**config.mk**
```make
export PLATFORM = sky130hd
export DESIGN_NAME = usb_control_request_responder_flat
export DESIGN_NICKNAME = d
export VERILOG_FILES = /design/src/ucrr_pkg.sv /design/src/ucrr_if.sv /design/src/usb_control_request_responder.sv /design/src/ucrr_ctrl.sv /design/src/ucrr_dp.sv /design/src/flat_wrapper.sv
export VERILOG_INCLUDE_DIRS = /design/src /design/src/src
export SDC_FILE = /design/constraint.sdc
export NUM_CORES = 1
export LEC_CHECK = 0
export ABC_AREA = 1
export BUFFER_PORTS_ARGS = -buffer_cell sky130_fd_sc_hd__buf_2
export CAP_MARGIN = 0
export CELL_PAD_IN_SITES_DETAIL_PLACEMENT = 0
export CELL_PAD_IN_SITES_GLOBAL_PLACEMENT = 2
export CORE_ASPECT_RATIO = 0.5
export CORE_MARGIN = 5
export CORE_UTILIZATION = 30
export DETAILED_ROUTE_END_ITERATION = 10
export HOLD_SLACK_MARGIN = 0.06
export PLACE_DENSITY_LB_ADDON = 0.1
export SYNTH_ARGS = -nofsm -noshare
export SYNTH_HDL_FRONTEND = slang
export SYNTH_HIERARCHICAL = 1
export SYNTH_SLANG_ARGS = --single-unit
```
**constraint.sdc**
```tcl
create_clock -name clk_i -period 2.75 [get_ports clk_i]
set_clock_uncertainty 0.05 [all_clocks]
set_input_delay 0.4125 -clock clk_i [delete_from_list [all_inputs] [get_ports clk_i]]
set_output_delay 0.4125 -clock clk_i [all_outputs]
set_load 0.01 [all_outputs]
```
**src/usb_control_request_responder_macros.svh**
```systemverilog
// Assertion macros for the endpoint 0 request responder.
// Expects clk_i and rst_ni in the scope of use.
`ifndef USB_CONTROL_REQUEST_RESPONDER_MACROS_SVH
`define USB_CONTROL_REQUEST_RESPONDER_MACROS_SVH

// Same-cycle implication.
`define UCRR_ASSERT_NOW(lbl, ante, cons) \
  lbl: assert property (@(posedge clk_i) disable iff (!rst_ni) (ante) |-> (cons)) \
    else $error("ucrr assertion failed");

// Next-cycle implication.
`define UCRR_ASSERT_NEXT(lbl, ante, cons) \
  lbl: assert property (@(posedge clk_i) disable iff (!rst_ni) (ante) |=> (cons)) \
    else $error("ucrr assertion failed");

`endif

```
**src/ucrr_pkg.sv**
```systemverilog
// Shared types, codes and descriptor ROM for the endpoint 0 request responder.
// No dependencies.
package ucrr_pkg;

  localparam int unsigned MaxResponseDef = 64;
  localparam int unsigned StringCount    = 4;
  localparam int unsigned RomStrings     = 4;
  localparam int unsigned StrMax         = 17;
  localparam int unsigned FullW          = 7;
  localparam int unsigned PosW           = 6;
  localparam int unsigned CfgIdxW        = 2;

  localparam logic [CfgIdxW-1:0] CfgVendorId  = 2'd0;
  localparam logic [CfgIdxW-1:0] CfgProductId = 2'd1;

  localparam logic [15:0] VendorIdRst  = 16'h18D1;
  localparam logic [15:0] ProductIdRst = 16'h4EE7;

  localparam logic [7:0] ReqGetStatus     = 8'h00;
  localparam logic [7:0] ReqClearFeature  = 8'h01;
  localparam logic [7:0] ReqSetFeature    = 8'h03;
  localparam logic [7:0] ReqSetAddress    = 8'h05;
  localparam logic [7:0] ReqGetDescriptor = 8'h06;
  localparam logic [7:0] ReqGetConfig     = 8'h08;
  localparam logic [7:0] ReqSetConfig     = 8'h09;

  localparam logic [7:0] DescDevice = 8'd1;
  localparam logic [7:0] DescConfig = 8'd2;
  localparam logic [7:0] DescString = 8'd3;

  localparam logic [FullW-1:0] DevLen = 7'd18;
  localparam logic [FullW-1:0] CfgLen = 7'd32;

  typedef enum logic [1:0] {
    ACT_STALL  = 2'd0,
    ACT_STATUS = 2'd1,
    ACT_DATA   = 2'd2,
    ACT_RESET  = 2'd3
  } act_e;

  typedef enum logic [2:0] {
    SRC_ZERO   = 3'd0,
    SRC_DEV    = 3'd1,
    SRC_CFG    = 3'd2,
    SRC_STR    = 3'd3,
    SRC_GETCFG = 3'd4
  } src_e;

  typedef struct packed {
    logic accept;
    logic emit;
  } ucrr_cmd_t;

  typedef struct packed {
    logic out_free;
    logic last;
  } ucrr_sts_t;

  localparam logic [7:0] CfgRom [32] = '{
    8'h09, 8'h02, 8'h20, 8'h00, 8'h01, 8'h01, 8'h00, 8'hC0, 8'hFA,
    8'h09, 8'h04, 8'h00, 8'h00, 8'h02, 8'hFF, 8'h42, 8'h01, 8'h00,
    8'h07, 8'h05, 8'h81, 8'h02, 8'h00, 8'h04, 8'h00,
    8'h07, 8'h05, 8'h02, 8'h02, 8'h00, 8'h04, 8'h00
  };

  localparam logic [7:0] StrLen [RomStrings] = '{8'd0, 8'd15, 8'd17, 8'd15};

  localparam logic [7:0] StrText [RomStrings][StrMax] = '{
    '{8'h00, 8'h00, 8'h00, 8'h00, 8'h00, 8'h00, 8'h00, 8'h00, 8'h00,
      8'h00, 8'h00, 8'h00, 8'h00, 8'h00, 8'h00, 8'h00, 8'h00},
    '{8'h43, 8'h72, 8'h69, 8'h6D, 8'h73, 8'h6F, 8'h6E, 8'h20, 8'h50,
      8'h72, 8'h6F, 8'h6A, 8'h65, 8'h63, 8'h74, 8'h00, 8'h00},
    '{8'h43, 8'h72, 8'h69, 8'h6D, 8'h73, 8'h6F, 8'h6E, 8'h20, 8'h4F,
      8'h53, 8'h20, 8'h44, 8'h65, 8'h76, 8'h69, 8'h63, 8'h65},
    '{8'h43, 8'h52, 8'h49, 8'h4D, 8'h53, 8'h4F, 8'h4E, 8'h44, 8'h45,
      8'h41, 8'h44, 8'h42, 8'h45, 8'h45, 8'h46, 8'h00, 8'h00}
  };

  function automatic logic [7:0] dev_byte(logic [PosW-1:0] pos, logic [15:0] vid,
                                          logic [15:0] pid);
    logic [7:0] b;
    case (pos)
      6'd0:    b = 8'h12;
      6'd1:    b = 8'h01;
      6'd2:    b = 8'h01;
      6'd3:    b = 8'h02;
      6'd7:    b = 8'h40;
      6'd8:    b = vid[7:0];
      6'd9:    b = vid[15:8];
      6'd10:   b = pid[7:0];
      6'd11:   b = pid[15:8];
      6'd13:   b = 8'h01;
      6'd14:   b = 8'h01;
      6'd15:   b = 8'h02;
      6'd16:   b = 8'h03;
      6'd17:   b = 8'h01;
      default: b = 8'h00;
    endcase
    return b;
  endfunction

  // Total descriptor length; the language id descriptor is fixed at four bytes.
  function automatic logic [FullW-1:0] str_full(logic [1:0] idx);
    logic [FullW-1:0] f;
    if (idx == 2'd0) begin
      f = 7'd4;
    end else begin
      f = 7'd2 + {StrLen[idx][5:0], 1'b0};
    end
    return f;
  endfunction

  // UTF-16LE string descriptor byte; high bytes of each code unit are zero.
  function automatic logic [7:0] str_byte(logic [1:0] idx, logic [PosW-1:0] pos);
    logic [7:0] b;
    logic [4:0] ci;
    ci = pos[5:1] - 5'd1;
    b  = 8'h00;
    if (idx == 2'd0) begin
      case (pos)
        6'd0:    b = 8'h04;
        6'd1:    b = 8'h03;
        6'd2:    b = 8'h09;
        6'd3:    b = 8'h04;
        default: b = 8'h00;
      endcase
    end else if (pos == 6'd0) begin
      b = {1'b0, str_full(idx)};
    end else if (pos == 6'd1) begin
      b = 8'h03;
    end else if (!pos[0] && (ci < 5'(StrMax))) begin
      b = StrText[idx][ci];
    end
    return b;
  endfunction

endpackage

```
**src/ucrr_if.sv**
```systemverilog
// Request and response channel interfaces for the endpoint 0 responder.
// No dependencies.
interface ucrr_req_if;
  logic        valid;
  logic        ready;
  logic        req_type;
  logic [7:0]  request_type_bits;
  logic [7:0]  request_code;
  logic [15:0] request_value;
  logic [15:0] request_index;
  logic [15:0] request_length;

  modport source (output valid, req_type, request_type_bits, request_code, request_value,
                  request_index, request_length, input ready);
  modport sink (input valid, req_type, request_type_bits, request_code, request_value,
                request_index, request_length, output ready);
endinterface

interface ucrr_rsp_if;
  logic        valid;
  logic        ready;
  logic [1:0]  action;
  logic [7:0]  data_byte;
  logic        last;
  logic [6:0]  device_address;
  logic [15:0] configuration_value;
  logic        bulk_enabled;

  modport source (output valid, action, data_byte, last, device_address,
                  configuration_value, bulk_enabled, input ready);
  modport sink (input valid, action, data_byte, last, device_address,
                configuration_value, bulk_enabled, output ready);
endinterface

```
**src/usb_control_request_responder.sv**
```systemverilog
// Top level of the endpoint 0 standard request responder.
// Depends on ucrr_pkg, ucrr_if, ucrr_ctrl, ucrr_dp and the assertion macros header.
//
//  channel  dir  handshake     payload
//  req_i    in   valid/ready   req_type, request_type_bits, code, value, index, length
//  rsp_o    out  valid/ready   action, data_byte, last, address, config value, bulk flag
//  cfg      in   cfg_we_i      cfg_idx_i selects vendor id or product id, cfg_wdata_i
//
// An item is accepted first, then its results go out in order whenever the output register
// is free, up to MAX_RESPONSE data bytes; the byte counter feeding the single output
// register paces them. A new item is taken once its predecessor's last result is in the
// output register. Sink stalls hold the output register and pause the counter.
// Reset is asynchronous; there is no clearing pass, the block is ready right after reset.
`include "usb_control_request_responder_macros.svh"

module usb_control_request_responder import ucrr_pkg::*; #(
  parameter int unsigned MAX_RESPONSE = MaxResponseDef
) (
  input  logic               clk_i,
  input  logic               rst_ni,
  input  logic               cfg_we_i,
  input  logic [CfgIdxW-1:0] cfg_idx_i,
  input  logic [15:0]        cfg_wdata_i,
  ucrr_req_if.sink           req_i,
  ucrr_rsp_if.source         rsp_o
);

  ucrr_cmd_t cmd;
  ucrr_sts_t sts;

  ucrr_ctrl u_ctrl (
    .clk_i       (clk_i),
    .rst_ni      (rst_ni),
    .req_valid_i (req_i.valid),
    .req_ready_o (req_i.ready),
    .sts_i       (sts),
    .cmd_o       (cmd)
  );

  ucrr_dp #(
    .MaxResponse (MAX_RESPONSE)
  ) u_dp (
    .clk_i        (clk_i),
    .rst_ni       (rst_ni),
    .cfg_we_i     (cfg_we_i),
    .cfg_idx_i    (cfg_idx_i),
    .cfg_wdata_i  (cfg_wdata_i),
    .cmd_i        (cmd),
    .sts_o        (sts),
    .req_type_i   (req_i.req_type),
    .req_code_i   (req_i.request_code),
    .req_value_i  (req_i.request_value),
    .req_length_i (req_i.request_length),
    .out_valid_o  (rsp_o.valid),
    .out_ready_i  (rsp_o.ready),
    .out_action_o (rsp_o.action),
    .out_data_o   (rsp_o.data_byte),
    .out_last_o   (rsp_o.last),
    .out_addr_o   (rsp_o.device_address),
    .out_conf_o   (rsp_o.configuration_value),
    .out_bulk_o   (rsp_o.bulk_enabled)
  );

  `UCRR_ASSERT_NEXT(a_busy_after_accept, cmd.accept, !req_i.ready)
  `UCRR_ASSERT_NEXT(a_idle_after_last, cmd.emit && sts.last, req_i.ready)
  `UCRR_ASSERT_NOW(a_single_is_last, rsp_o.valid && rsp_o.action != ACT_DATA, rsp_o.last)

endmodule

```
**src/ucrr_ctrl.sv**
```systemverilog
// Sequencer for the endpoint 0 responder: takes an item, then paces its results.
// Depends on ucrr_pkg.
module ucrr_ctrl import ucrr_pkg::*; (
  input  logic      clk_i,
  input  logic      rst_ni,
  input  logic      req_valid_i,
  output logic      req_ready_o,
  input  ucrr_sts_t sts_i,
  output ucrr_cmd_t cmd_o
);

  typedef enum logic [1:0] {
    ST_IDLE = 2'b01,
    ST_BUSY = 2'b10
  } state_e;

  state_e state_q, state_d;

  assign req_ready_o  = (state_q == ST_IDLE);
  assign cmd_o.accept = req_valid_i && req_ready_o;
  assign cmd_o.emit   = (state_q == ST_BUSY) && sts_i.out_free;

  always_comb begin
    state_d = state_q;
    case (state_q)
      ST_IDLE: begin
        if (cmd_o.accept) state_d = ST_BUSY;
      end
      ST_BUSY: begin
        if (cmd_o.emit && sts_i.last) state_d = ST_IDLE;
      end
      default: state_d = ST_IDLE;
    endcase
  end

  always_ff @(posedge clk_i or negedge rst_ni) begin
    if (!rst_ni) begin
      state_q <= ST_IDLE;
    end else begin
      state_q <= state_d;
    end
  end

endmodule

```
**src/ucrr_dp.sv**
```systemverilog
// Datapath: request decode, device state, byte counter, ROM select, output register.
// Depends on ucrr_pkg.
module ucrr_dp import ucrr_pkg::*; #(
  parameter int unsigned MaxResponse = MaxResponseDef
) (
  input  logic               clk_i,
  input  logic               rst_ni,
  input  logic               cfg_we_i,
  input  logic [CfgIdxW-1:0] cfg_idx_i,
  input  logic [15:0]        cfg_wdata_i,
  input  ucrr_cmd_t          cmd_i,
  output ucrr_sts_t          sts_o,
  input  logic               req_type_i,
  input  logic [7:0]         req_code_i,
  input  logic [15:0]        req_value_i,
  input  logic [15:0]        req_length_i,
  output logic               out_valid_o,
  input  logic               out_ready_i,
  output logic [1:0]         out_action_o,
  output logic [7:0]         out_data_o,
  output logic               out_last_o,
  output logic [6:0]         out_addr_o,
  output logic [15:0]        out_conf_o,
  output logic               out_bulk_o
);

  localparam int unsigned LenW = $clog2(MaxResponse + 1);
  localparam int unsigned CntW = $clog2(MaxResponse);

  logic [15:0]     vid_q, pid_q;
  logic [6:0]      addr_q;
  logic [15:0]     conf_q;
  logic            bulk_q;
  logic [CntW-1:0] cnt_q;
  logic [LenW-1:0] len_q, len_d;
  act_e            act_q, act_d;
  src_e            src_q, src_d;
  logic [1:0]      sidx_q;

  logic             out_valid_q;
  act_e             oact_q;
  logic [7:0]       odata_q;
  logic             olast_q;
  logic [6:0]       oaddr_q;
  logic [15:0]      oconf_q;
  logic             obulk_q;

  logic [7:0]       dtype, didx;
  logic [FullW-1:0] full, lim;
  logic [PosW-1:0]  pos;
  logic [7:0]       rom_byte;
  logic             last;

  assign dtype = req_value_i[15:8];
  assign didx  = req_value_i[7:0];

  // Decode at accept: what to send and how many bytes.
  always_comb begin
    act_d = ACT_DATA;
    src_d = SRC_ZERO;
    full  = '0;
    lim   = '0;
    if (req_type_i) begin
      act_d = ACT_RESET;
    end else begin
      case (req_code_i)
        ReqGetDescriptor: begin
          if (dtype == DescDevice) begin
            src_d = SRC_DEV;
            full  = DevLen;
          end else if (dtype == DescConfig) begin
            src_d = SRC_CFG;
            full  = CfgLen;
          end else if (dtype == DescString && didx < 8'(RomStrings) &&
                       didx < 8'(StringCount)) begin
            src_d = SRC_STR;
            full  = str_full(didx[1:0]);
          end
          lim = (req_length_i < 16'(full)) ? req_length_i[FullW-1:0] : full;
        end
        ReqGetConfig: begin
          src_d = SRC_GETCFG;
          lim   = 7'd1;
        end
        ReqGetStatus: lim = 7'd2;
        ReqSetAddress, ReqSetConfig, ReqSetFeature, ReqClearFeature: lim = '0;
        default: act_d = ACT_STALL;
      endcase
    end
    len_d = (lim > FullW'(MaxResponse)) ? LenW'(MaxResponse) : LenW'(lim);
    if (act_d == ACT_DATA && len_d == '0) act_d = ACT_STATUS;
  end

  assign pos = PosW'(cnt_q);

  always_comb begin
    case (src_q)
      SRC_DEV:    rom_byte = dev_byte(pos, vid_q, pid_q);
      SRC_CFG:    rom_byte = CfgRom[pos[4:0]];
      SRC_STR:    rom_byte = str_byte(sidx_q, pos);
      SRC_GETCFG: rom_byte = conf_q[7:0];
      default:    rom_byte = 8'h00;
    endcase
  end

  assign last = (act_q != ACT_DATA) || ((LenW'(cnt_q) + LenW'(1)) == len_q);

  assign sts_o.out_free = !out_valid_q || out_ready_i;
  assign sts_o.last     = last;

  always_ff @(posedge clk_i or negedge rst_ni) begin
    if (!rst_ni) begin
      vid_q       <= VendorIdRst;
      pid_q       <= ProductIdRst;
      addr_q      <= '0;
      conf_q      <= '0;
      bulk_q      <= 1'b0;
      cnt_q       <= '0;
      out_valid_q <= 1'b0;
    end else begin
      if (cfg_we_i && cfg_idx_i == CfgVendorId) vid_q <= cfg_wdata_i;
      if (cfg_we_i && cfg_idx_i == CfgProductId) pid_q <= cfg_wdata_i;
      if (cmd_i.accept) begin
        cnt_q <= '0;
        if (req_type_i) begin
          addr_q <= '0;
        end else if (req_code_i == ReqSetAddress) begin
          addr_q <= req_value_i[6:0];
        end else if (req_code_i == ReqSetConfig) begin
          conf_q <= req_value_i;
          bulk_q <= 1'b1;
        end
      end
      if (cmd_i.emit) begin
        cnt_q       <= last ? '0 : cnt_q + CntW'(1);
        out_valid_q <= 1'b1;
      end else if (out_ready_i) begin
        out_valid_q <= 1'b0;
      end
    end
  end

  // Per-item decode results and output payload.
  always_ff @(posedge clk_i) begin
    if (cmd_i.accept) begin
      act_q  <= act_d;
      src_q  <= src_d;
      len_q  <= len_d;
      sidx_q <= didx[1:0];
    end
    if (cmd_i.emit) begin
      oact_q  <= act_q;
      odata_q <= (act_q == ACT_DATA) ? rom_byte : 8'h00;
      olast_q <= last;
      oaddr_q <= addr_q;
      oconf_q <= conf_q;
      obulk_q <= bulk_q;
    end
  end

  assign out_valid_o  = out_valid_q;
  assign out_action_o = oact_q;
  assign out_data_o   = odata_q;
  assign out_last_o   = olast_q;
  assign out_addr_o   = oaddr_q;
  assign out_conf_o   = oconf_q;
  assign out_bulk_o   = obulk_q;

endmodule

```
**src/flat_wrapper.sv**
```systemverilog
// flat-port wrapper written by rule: the top's interface ports become plain ports
module usb_control_request_responder_flat import ucrr_pkg::*;
#(
  parameter int unsigned MAX_RESPONSE = MaxResponseDef
)
  (clk_i, rst_ni, cfg_we_i, cfg_idx_i, cfg_wdata_i, req_i_valid, req_i_req_type, req_i_request_type_bits, req_i_request_code, req_i_request_value, req_i_request_index, req_i_request_length, req_i_ready, rsp_o_valid, rsp_o_action, rsp_o_data_byte, rsp_o_last, rsp_o_device_address, rsp_o_configuration_value, rsp_o_bulk_enabled, rsp_o_ready);
  ucrr_req_if req_i_i ();
  ucrr_rsp_if rsp_o_i ();
  input  logic clk_i;
  input  logic rst_ni;
  input  logic cfg_we_i;
  input  logic [CfgIdxW-1:0] cfg_idx_i;
  input  logic [15:0] cfg_wdata_i;
  input wire logic [$bits(req_i_i.valid)-1:0] req_i_valid;
  input wire logic [$bits(req_i_i.req_type)-1:0] req_i_req_type;
  input wire logic [$bits(req_i_i.request_type_bits)-1:0] req_i_request_type_bits;
  input wire logic [$bits(req_i_i.request_code)-1:0] req_i_request_code;
  input wire logic [$bits(req_i_i.request_value)-1:0] req_i_request_value;
  input wire logic [$bits(req_i_i.request_index)-1:0] req_i_request_index;
  input wire logic [$bits(req_i_i.request_length)-1:0] req_i_request_length;
  output wire logic [$bits(req_i_i.ready)-1:0] req_i_ready;
  output wire logic [$bits(rsp_o_i.valid)-1:0] rsp_o_valid;
  output wire logic [$bits(rsp_o_i.action)-1:0] rsp_o_action;
  output wire logic [$bits(rsp_o_i.data_byte)-1:0] rsp_o_data_byte;
  output wire logic [$bits(rsp_o_i.last)-1:0] rsp_o_last;
  output wire logic [$bits(rsp_o_i.device_address)-1:0] rsp_o_device_address;
  output wire logic [$bits(rsp_o_i.configuration_value)-1:0] rsp_o_configuration_value;
  output wire logic [$bits(rsp_o_i.bulk_enabled)-1:0] rsp_o_bulk_enabled;
  input wire logic [$bits(rsp_o_i.ready)-1:0] rsp_o_ready;
  assign req_i_i.valid = req_i_valid;
  assign req_i_i.req_type = req_i_req_type;
  assign req_i_i.request_type_bits = req_i_request_type_bits;
  assign req_i_i.request_code = req_i_request_code;
  assign req_i_i.request_value = req_i_request_value;
  assign req_i_i.request_index = req_i_request_index;
  assign req_i_i.request_length = req_i_request_length;
  assign req_i_ready = req_i_i.ready;
  assign rsp_o_valid = rsp_o_i.valid;
  assign rsp_o_action = rsp_o_i.action;
  assign rsp_o_data_byte = rsp_o_i.data_byte;
  assign rsp_o_last = rsp_o_i.last;
  assign rsp_o_device_address = rsp_o_i.device_address;
  assign rsp_o_configuration_value = rsp_o_i.configuration_value;
  assign rsp_o_bulk_enabled = rsp_o_i.bulk_enabled;
  assign rsp_o_i.ready = rsp_o_ready;
  usb_control_request_responder #(.MAX_RESPONSE(MAX_RESPONSE)) u_core (.clk_i(clk_i), .rst_ni(rst_ni), .cfg_we_i(cfg_we_i), .cfg_idx_i(cfg_idx_i), .cfg_wdata_i(cfg_wdata_i), .req_i(req_i_i), .rsp_o(rsp_o_i));
endmodule
```
---- After elaboration in Yosys (flattened, before gate mapping) ----
Memory sizes are Yosys's and may differ from the RTL's.
Index checks and enable logic that the tools add are counted.
Widths: inputs -> output; s select.
word-level totals
  input port bits ......................... 88
  logic and storage cells ................. 149
  memory bits (read-only) ................. 256
  memories kept ........................... 1
  output and inout port bits .............. 37
  flip-flop bits (word level) ............. 114
memories
  name              words  bits a word  read ports  clocked after Yosys merged registers in  write ports  line           text
  (name not given)  32     8            1           0                                        0            ucrr_dp.sv:99  SRC_CFG: rom_byte = CfgRom[pos[4:0]];
cells by class
  order comparisons ....................... 8
  reductions and logical operators ........ 29
  bitwise operators ....................... 6
  $add $sub $neg .......................... 5
  multiplexer cells ....................... 47
  eq/ne operators ......................... 35
operators with widths
  cell                 count
  $bmux 136 s2         1
  $mux 136             2
  $mux 7               11
  $pmux 8 s9           1
  $mux 8               8
  $eq 6x4->1 const B   7
  $mux 6               7
  $bmux 8 s5           1
  $bmux 8 s2           2
  $pmux 8 s4           1
  $eq 8x2->1 const B   3
  $pmux 7 s3           1
  $eq 8x1->1 const B   2
  $eq 8x3->1 const B   2
  $eq 8x4->1 const B   2
  $lt 16x7->1          1
  $add 2x7->7 const A  2
  $mux 2               7
  $eq 6x2->1 const B   2
  $eq 6x5->1 const B   2
  $ge 6x6->1 const B   2
  $not 5->6            2
  $pmux 4 s3           1
  $logic_and 1x1->1    9
  other kinds (34)     51

---- Depth between registers and ports, before layout ----
  depth after elaboration ................. 19
  depth in mapped cells ................... 22
  mapped depth without buffers ............ 22

---- Cells and area by module ----
The synthesis kept the hierarchy.
modules (own cells, without submodules)
  module     cells each  times used  area an instance (sq um)  sequential area each (sq um)
  ucrr_dp    749         1           6302.3                    3067.9
  ucrr_ctrl  17          1           117.6                     51.3

---- Least setup slack after synthesis ----
No wires, ideal clock.
  kind .................................... input -> register
  start ................................... in rsp_o_ready
  end ..................................... reg u_core.u_dp.cnt_q[0]
  cell stages on the path ................. 6
  setup time .............................. 86 ps
  path slack .............................. -60 ps
  arrival ................................. 2674 ps
  data required time ...................... 2614 ps
  path buffers ............................ 0
  cells stage by stage .................... inv_1 -> nand2_1 -> inv_1 -> nor2_1 -> nand3_2 -> o21ai_1
RTL lines
  item                  line                text
  from (decl)           flat_wrapper.sv:29  input wire logic [$bits(rsp_o_i.ready)-1:0] rsp_o_ready;
  to (signal assigned)  ucrr_dp.sv:135      cnt_q <= last ? '0 : cnt_q + CntW'(1);
  to (decl)             ucrr_dp.sv:34       logic [CntW-1:0] cnt_q;

---- Worst setup path after layout ----
  start ................................... reg u_core.u_dp.cnt_q[1]
  end ..................................... reg u_core.u_dp.odata_q[3] (netlist: u_core/u_dp/out_data_o[3]) (data pin)
on the way
  cells in the longest elaborated chain, start to end .. 10
  elaborated cells on any way between the ends .. 35
  classes of those cells .................. add/sub: 1; order compare: 1; eq/ne: 13; mux: 12; bitwise: 2; reduce/logical: 5; memory: 1
RTL lines
  item                                       line             text
  $sub 5x1->5                                ucrr_pkg.sv:117  ci = pos[5:1] - 5'd1;
  $not 5->6 (not written as such)            ucrr_pkg.sv:132  b = StrText[idx][ci];
  $bmux 8 s5                                 ucrr_pkg.sv:132
  $mux 8 (not written as such) (2 in a row)  ucrr_pkg.sv:132
  $mux 8                                     ucrr_pkg.sv:131  end else if (!pos[0] && (ci < 5'(StrMax))) begin
  $mux 8                                     ucrr_pkg.sv:129  end else if (pos == 6'd1) begin
  $mux 8                                     ucrr_pkg.sv:127  end else if (pos == 6'd0) begin
  $mux 8                                     ucrr_pkg.sv:119  if (idx == 2'd0) begin
  $pmux 8 s4 (*)                             ucrr_dp.sv:97    case (src_q)
  to (signal assigned)                       ucrr_dp.sv:153   odata_q <= (act_q == ACT_DATA) ? rom_byte : 8'h00;
  to (decl)                                  ucrr_dp.sv:42    logic [7:0] odata_q;
Mark *: on every way between the ends. The rest lies on a longest branch, timed or not. The select of a mux whose other input is x is not followed.
A chain may end at the register's enable or synchronous reset.

==> metrics.md <==
| Metric | Value |
|---|---|
| Worst-path clk slew | `around 0.06 ns` |
| Cell Count, Final, Fillers Out | `1224` |
| IO Port Bufs | `100` |
| First-pass DRT Iterations | `5` |
| Total design power | `approximately 5 mW` |
| Initial antenna violation count | `0` |
| Sequential fraction of the synthesis area | `48.6%` |
| Leak | `~3.9 nW` |
| Syn avg cell area | `8.38 sq um` |
| Hold violation total from the final report | `0` |
| DP HPWL | `around 15000 um` |
| GRT busiest layer | `met2` |
| Post-synthesis mux area share | `0.175%` |
| Pint | `3.69 mW` |
| DRC | `0` |
| Worst Max-Slew Pin Slew | `0.922 ns` |
| Top FF cell, synth | `edfxtp_1` |
| Final worst-path cycle share | `92.7%` |
| Final setup viols | `0` |
| CP arrival | `2.73 ns` |
| CTS tree | `built` |
| Clock power share | `between 40% and 50%` |
| Cell chosen for the clock root | `clkbuf_16` |
| Ports | `approximately 130` |
| Power Dens Cells | `approximately 600 nW/um^2` |
| Mapped Area | `roughly 6400 sq um` |
| DP Cell Count | `~1.2k` |
| Max-cap violations | `0` |
| Sw Share | `~27%` |
| Avg WL per Cell | `15.9 um` |
| Complex-gate fraction of the synthesized area | `a little over an eighth` |
| Share of layout cells above drive strength 1 | `between 20% and 30%` |
| Required time of the critical path | `2.93 ns` |
| Initial core utilization | `between 30% and 40%` |
| GRT Util Overall | `16.1%` |
| CTS Buf Count | `17` |
| FP Rows | `37` |
| Post-synthesis xor/xnor area fraction | `between 1 and 1.5%` |
| Final slew viol count | `0` |
| Cell variety after synth | `between 50 and 60` |
| Ys Warns | `6` |
| Pin count of the biggest net entering global routing | `66` |
| Fmax | `about 390 MHz` |
| Fin crit period | `approximately 2.5 ns` |
| Final antenna-violating net count | `0` |
| GRT overflow | `0` |
| Max_slew headroom | `38.4%` |
| Die outline height | `between 100 and 150 um` |
| Hold Crit Class | `in -> reg` |
| Largest family of logic cells by synthesized area | `simple AND/OR/NAND/NOR gates` |
| Met2 Resource Use GR | `between 20% and 30%` |
| Clk Latency, worst-skew pair | `approximately 0.4 ns` |
| Antenna cell count | `0` |
| Die width | `217 um` |
| Sequential share of power | `a little over two fifths` |
| CORE AREA | `between 20000 and 25000 sq um` |
| DRT Wirelength | `approximately 20000 um` |
| Vias in the first global route | `a little under 6k` |
| Fill cells | `approximately 2.1k` |
| Layout Nets | `1045` |
| Sw power | `1.36 mW` |
| Clock sinks | `114` |
| Simple-gate portion of the synthesized area | `roughly 24%` |
| Post-synth EDFFs | `between 40 and 50` |
| Initial drt markers | `301` |
| Post-synthesis register bit count | `between 100 and 150` |
| CP startpoint kind | `register` |
| Total number of vias | `5830` |
| WS Path Type | `reg -> reg` |
| Met3 usage | `between 3 and 4%` |
| M1 GR Usage | `23.4%` |
| Status | `complete, no violations` |
| Die area | `24600 sq um` |
| Peak supply drop | `347 uV` |
| P&R area growth vs syn | `31.9%` |
| GPL Wtd Cong | `0.862` |
| Reg area | `roughly 3100 sq um` |
| Multi-input gate area | `slightly below 3000 sq um` |
| Htree depth | `4` |
| Crit path max fanout | `5` |
| Adder-cell share of the synthesized area | `between 3 and 4%` |
| Vias per inst | `between 4 and 5` |
| First-pass GRT wire length | `roughly 31000 um` |
| Comb power frac | `about an eighth` |
| Synth Instances | `766` |
| Ys async rst share | `between 50% and 60%` |
| Critical Path Sink Type | `register` |
| Bufs on Longest Clock Path | `2` |
final timing paths:
path,from,to,slack [ns],cells past startpoint
worst max-delay path,u_core/u_dp/cnt_q[1]$_DFFE_PN0P_,u_core/u_dp/out_data_o[3]$_SDFFCE_PP0P_,0.20,8
worst min-delay path,cfg_wdata_i[7],u_core/u_dp/pid_q[7]$_DFFE_PN1P_,0.20,3
worst max register to register,u_core/u_dp/cnt_q[1]$_DFFE_PN0P_,u_core/u_dp/out_data_o[3]$_SDFFCE_PP0P_,0.20,8
worst min register to register,u_core/u_dp/act_q[0]$_SDFFCE_PP1P_,u_core/u_dp/out_action_o[0]$_DFFE_PP_,0.39,0
max in group asynchronous,rst_ni,u_core/u_ctrl/state_q[0]$_DFFE_PN1P_,1.79,3
min in group asynchronous,rst_ni,u_core/u_dp/vid_q[1]$_DFFE_PN0P_,0.51,3
Yosys cell counts, types with 11 or more instances:
cell | count | area [sq um]
o21ai_0 | 67 | 335
dfrtp_1 | 48 | 1200
nor3_1 | 21 | 105
inv_2 | 11 | 41.3
nand4_1 | 16 | 100
nand2_1 | 157 | 589
ha_1 | 19 | 238
a21oi_1 | 32 | 160
inv_1 | 95 | 357
dfstp_2 | 17 | 447
nand3_1 | 57 | 285
edfxtp_1 | 49 | 1470
nor2_1 | 60 | 225
clkbuf_1 | 11 | 41.3
per-stage QoR:
| step | setup WS, ns | hold slack [ns] | utilization, % | area [sq um] | TNS (ns) |
|---|---|---|---|---|---|
| floorplan | 0.0329 | 0.0669 | - | 6430 | 0 |
| global placement | -0.323 | 0.380 | 37.0 | 7690 | -1.50 |
| detailed placement | -0.373 | 0.383 | 37.0 | 7690 | -1.93 |
| CTS | 0.0610 | 0.179 | 40.0 | 8310 | 0 |
| global route | -0.0144 | 0.204 | 40.7 | 8470 | -0.0144 |
| finish | 0.202 | 0.199 | 40.7 | 8470 | 0 |
worst max-delay path, cell delays in order (launching register included):
cell and delay (ns):
dfrtp_1 0.42, inv_1 0.12, buf_4 0.17, ha_1 0.27, nand2_1 0.15, nor2_1 0.11, nor4_1 0.49, nand4_1 0.29
a41oi_1 0.29
placed cells by master (no fill, tap or decap), drive strengths merged, types with 3 or more instances in the layout:
| master | count |
|---|---|
| dfrtp | 48 |
| o21ai | 72 |
| nand3 | 60 |
| dfstp | 17 |
| o31ai | 3 |
| edfxtp | 49 |
| nand2 | 163 |
| xnor2 | 3 |
| o221ai | 3 |
| clkbuf | 18 |
| a211oi | 4 |
| o211ai | 10 |
| nor4 | 7 |
| nand4 | 16 |
| a41oi | 6 |
| nor2 | 68 |
| inv | 109 |
| a21oi | 32 |
| buf | 173 |
| nor3 | 22 |
| o22ai | 7 |
| ha | 19 |
| clkinv | 8 |
| bufinv | 3 |
| xor2 | 5 |
per-layer routing:
| metal | wire length, um | vias up |
|---|---|---|
| li1 | - | 2938 |
| met3 | 850 | 10 |
| met5 | 0 | - |
| met4 | 121 | 0 |
| met1 | 9840 | 2744 |
| met2 | 8690 | 138 |
timing repair:
action | CTS | global route
endpoints found under the hold margin | 48 | 0
gates resized for setup | 0 | 26
hold buffers | 1 | 0
buffers inserted | 0 | 5
endpoints found under the setup margin | 0 | 5
power by group through the flow:
stage | combinational, mW | sequential [mW] | clock, mW
after CTS | 0.668 | 2.10 | 2.33
after detailed placement | 0.664 | 2.13 | 0
after global placement | 0.658 | 2.13 | 0
after floorplan | 0.357 | 2.12 | 0
after global routing | 0.765 | 2.12 | 2.41
final | 0.669 | 2.10 | 2.28
registers in the layout, summed over array words and instances (netlist names), 6 cells and up:
name and cells:
u_core/u_dp/len_q 7, u_core/u_dp/addr_q 7, u_core/u_dp/vid_q 16, u_core/u_dp/out_addr_o 7
u_core/u_dp/out_conf_o 16, u_core/u_dp/out_data_o 8, u_core/u_dp/conf_q 16, u_core/u_dp/pid_q 16
u_core/u_dp/cnt_q 6
layout make-up:
cell class / instances / area share (%)
tap: 273 / 4.03
clock inverter: 14 / 2.13
sequential: 114 / 36.8
multi-input combinational: 523 / 34.3
inverter: 108 / 4.79
timing repair buffer: 174 / 12.8
clock buffer: 18 / 5.07
kinds of logic (layout without fill, tap and decap cells):
family	count (synthesis)	count (layout)
compound gates	149	149
xor+xnor	8	8
fa+ha+maj	19	19
buf+inv	130	314
flops	114	114
mux	1	1
other cells	1	2
simple gates	344	344
No activity file was read; power rests on OpenSTA's default activity.
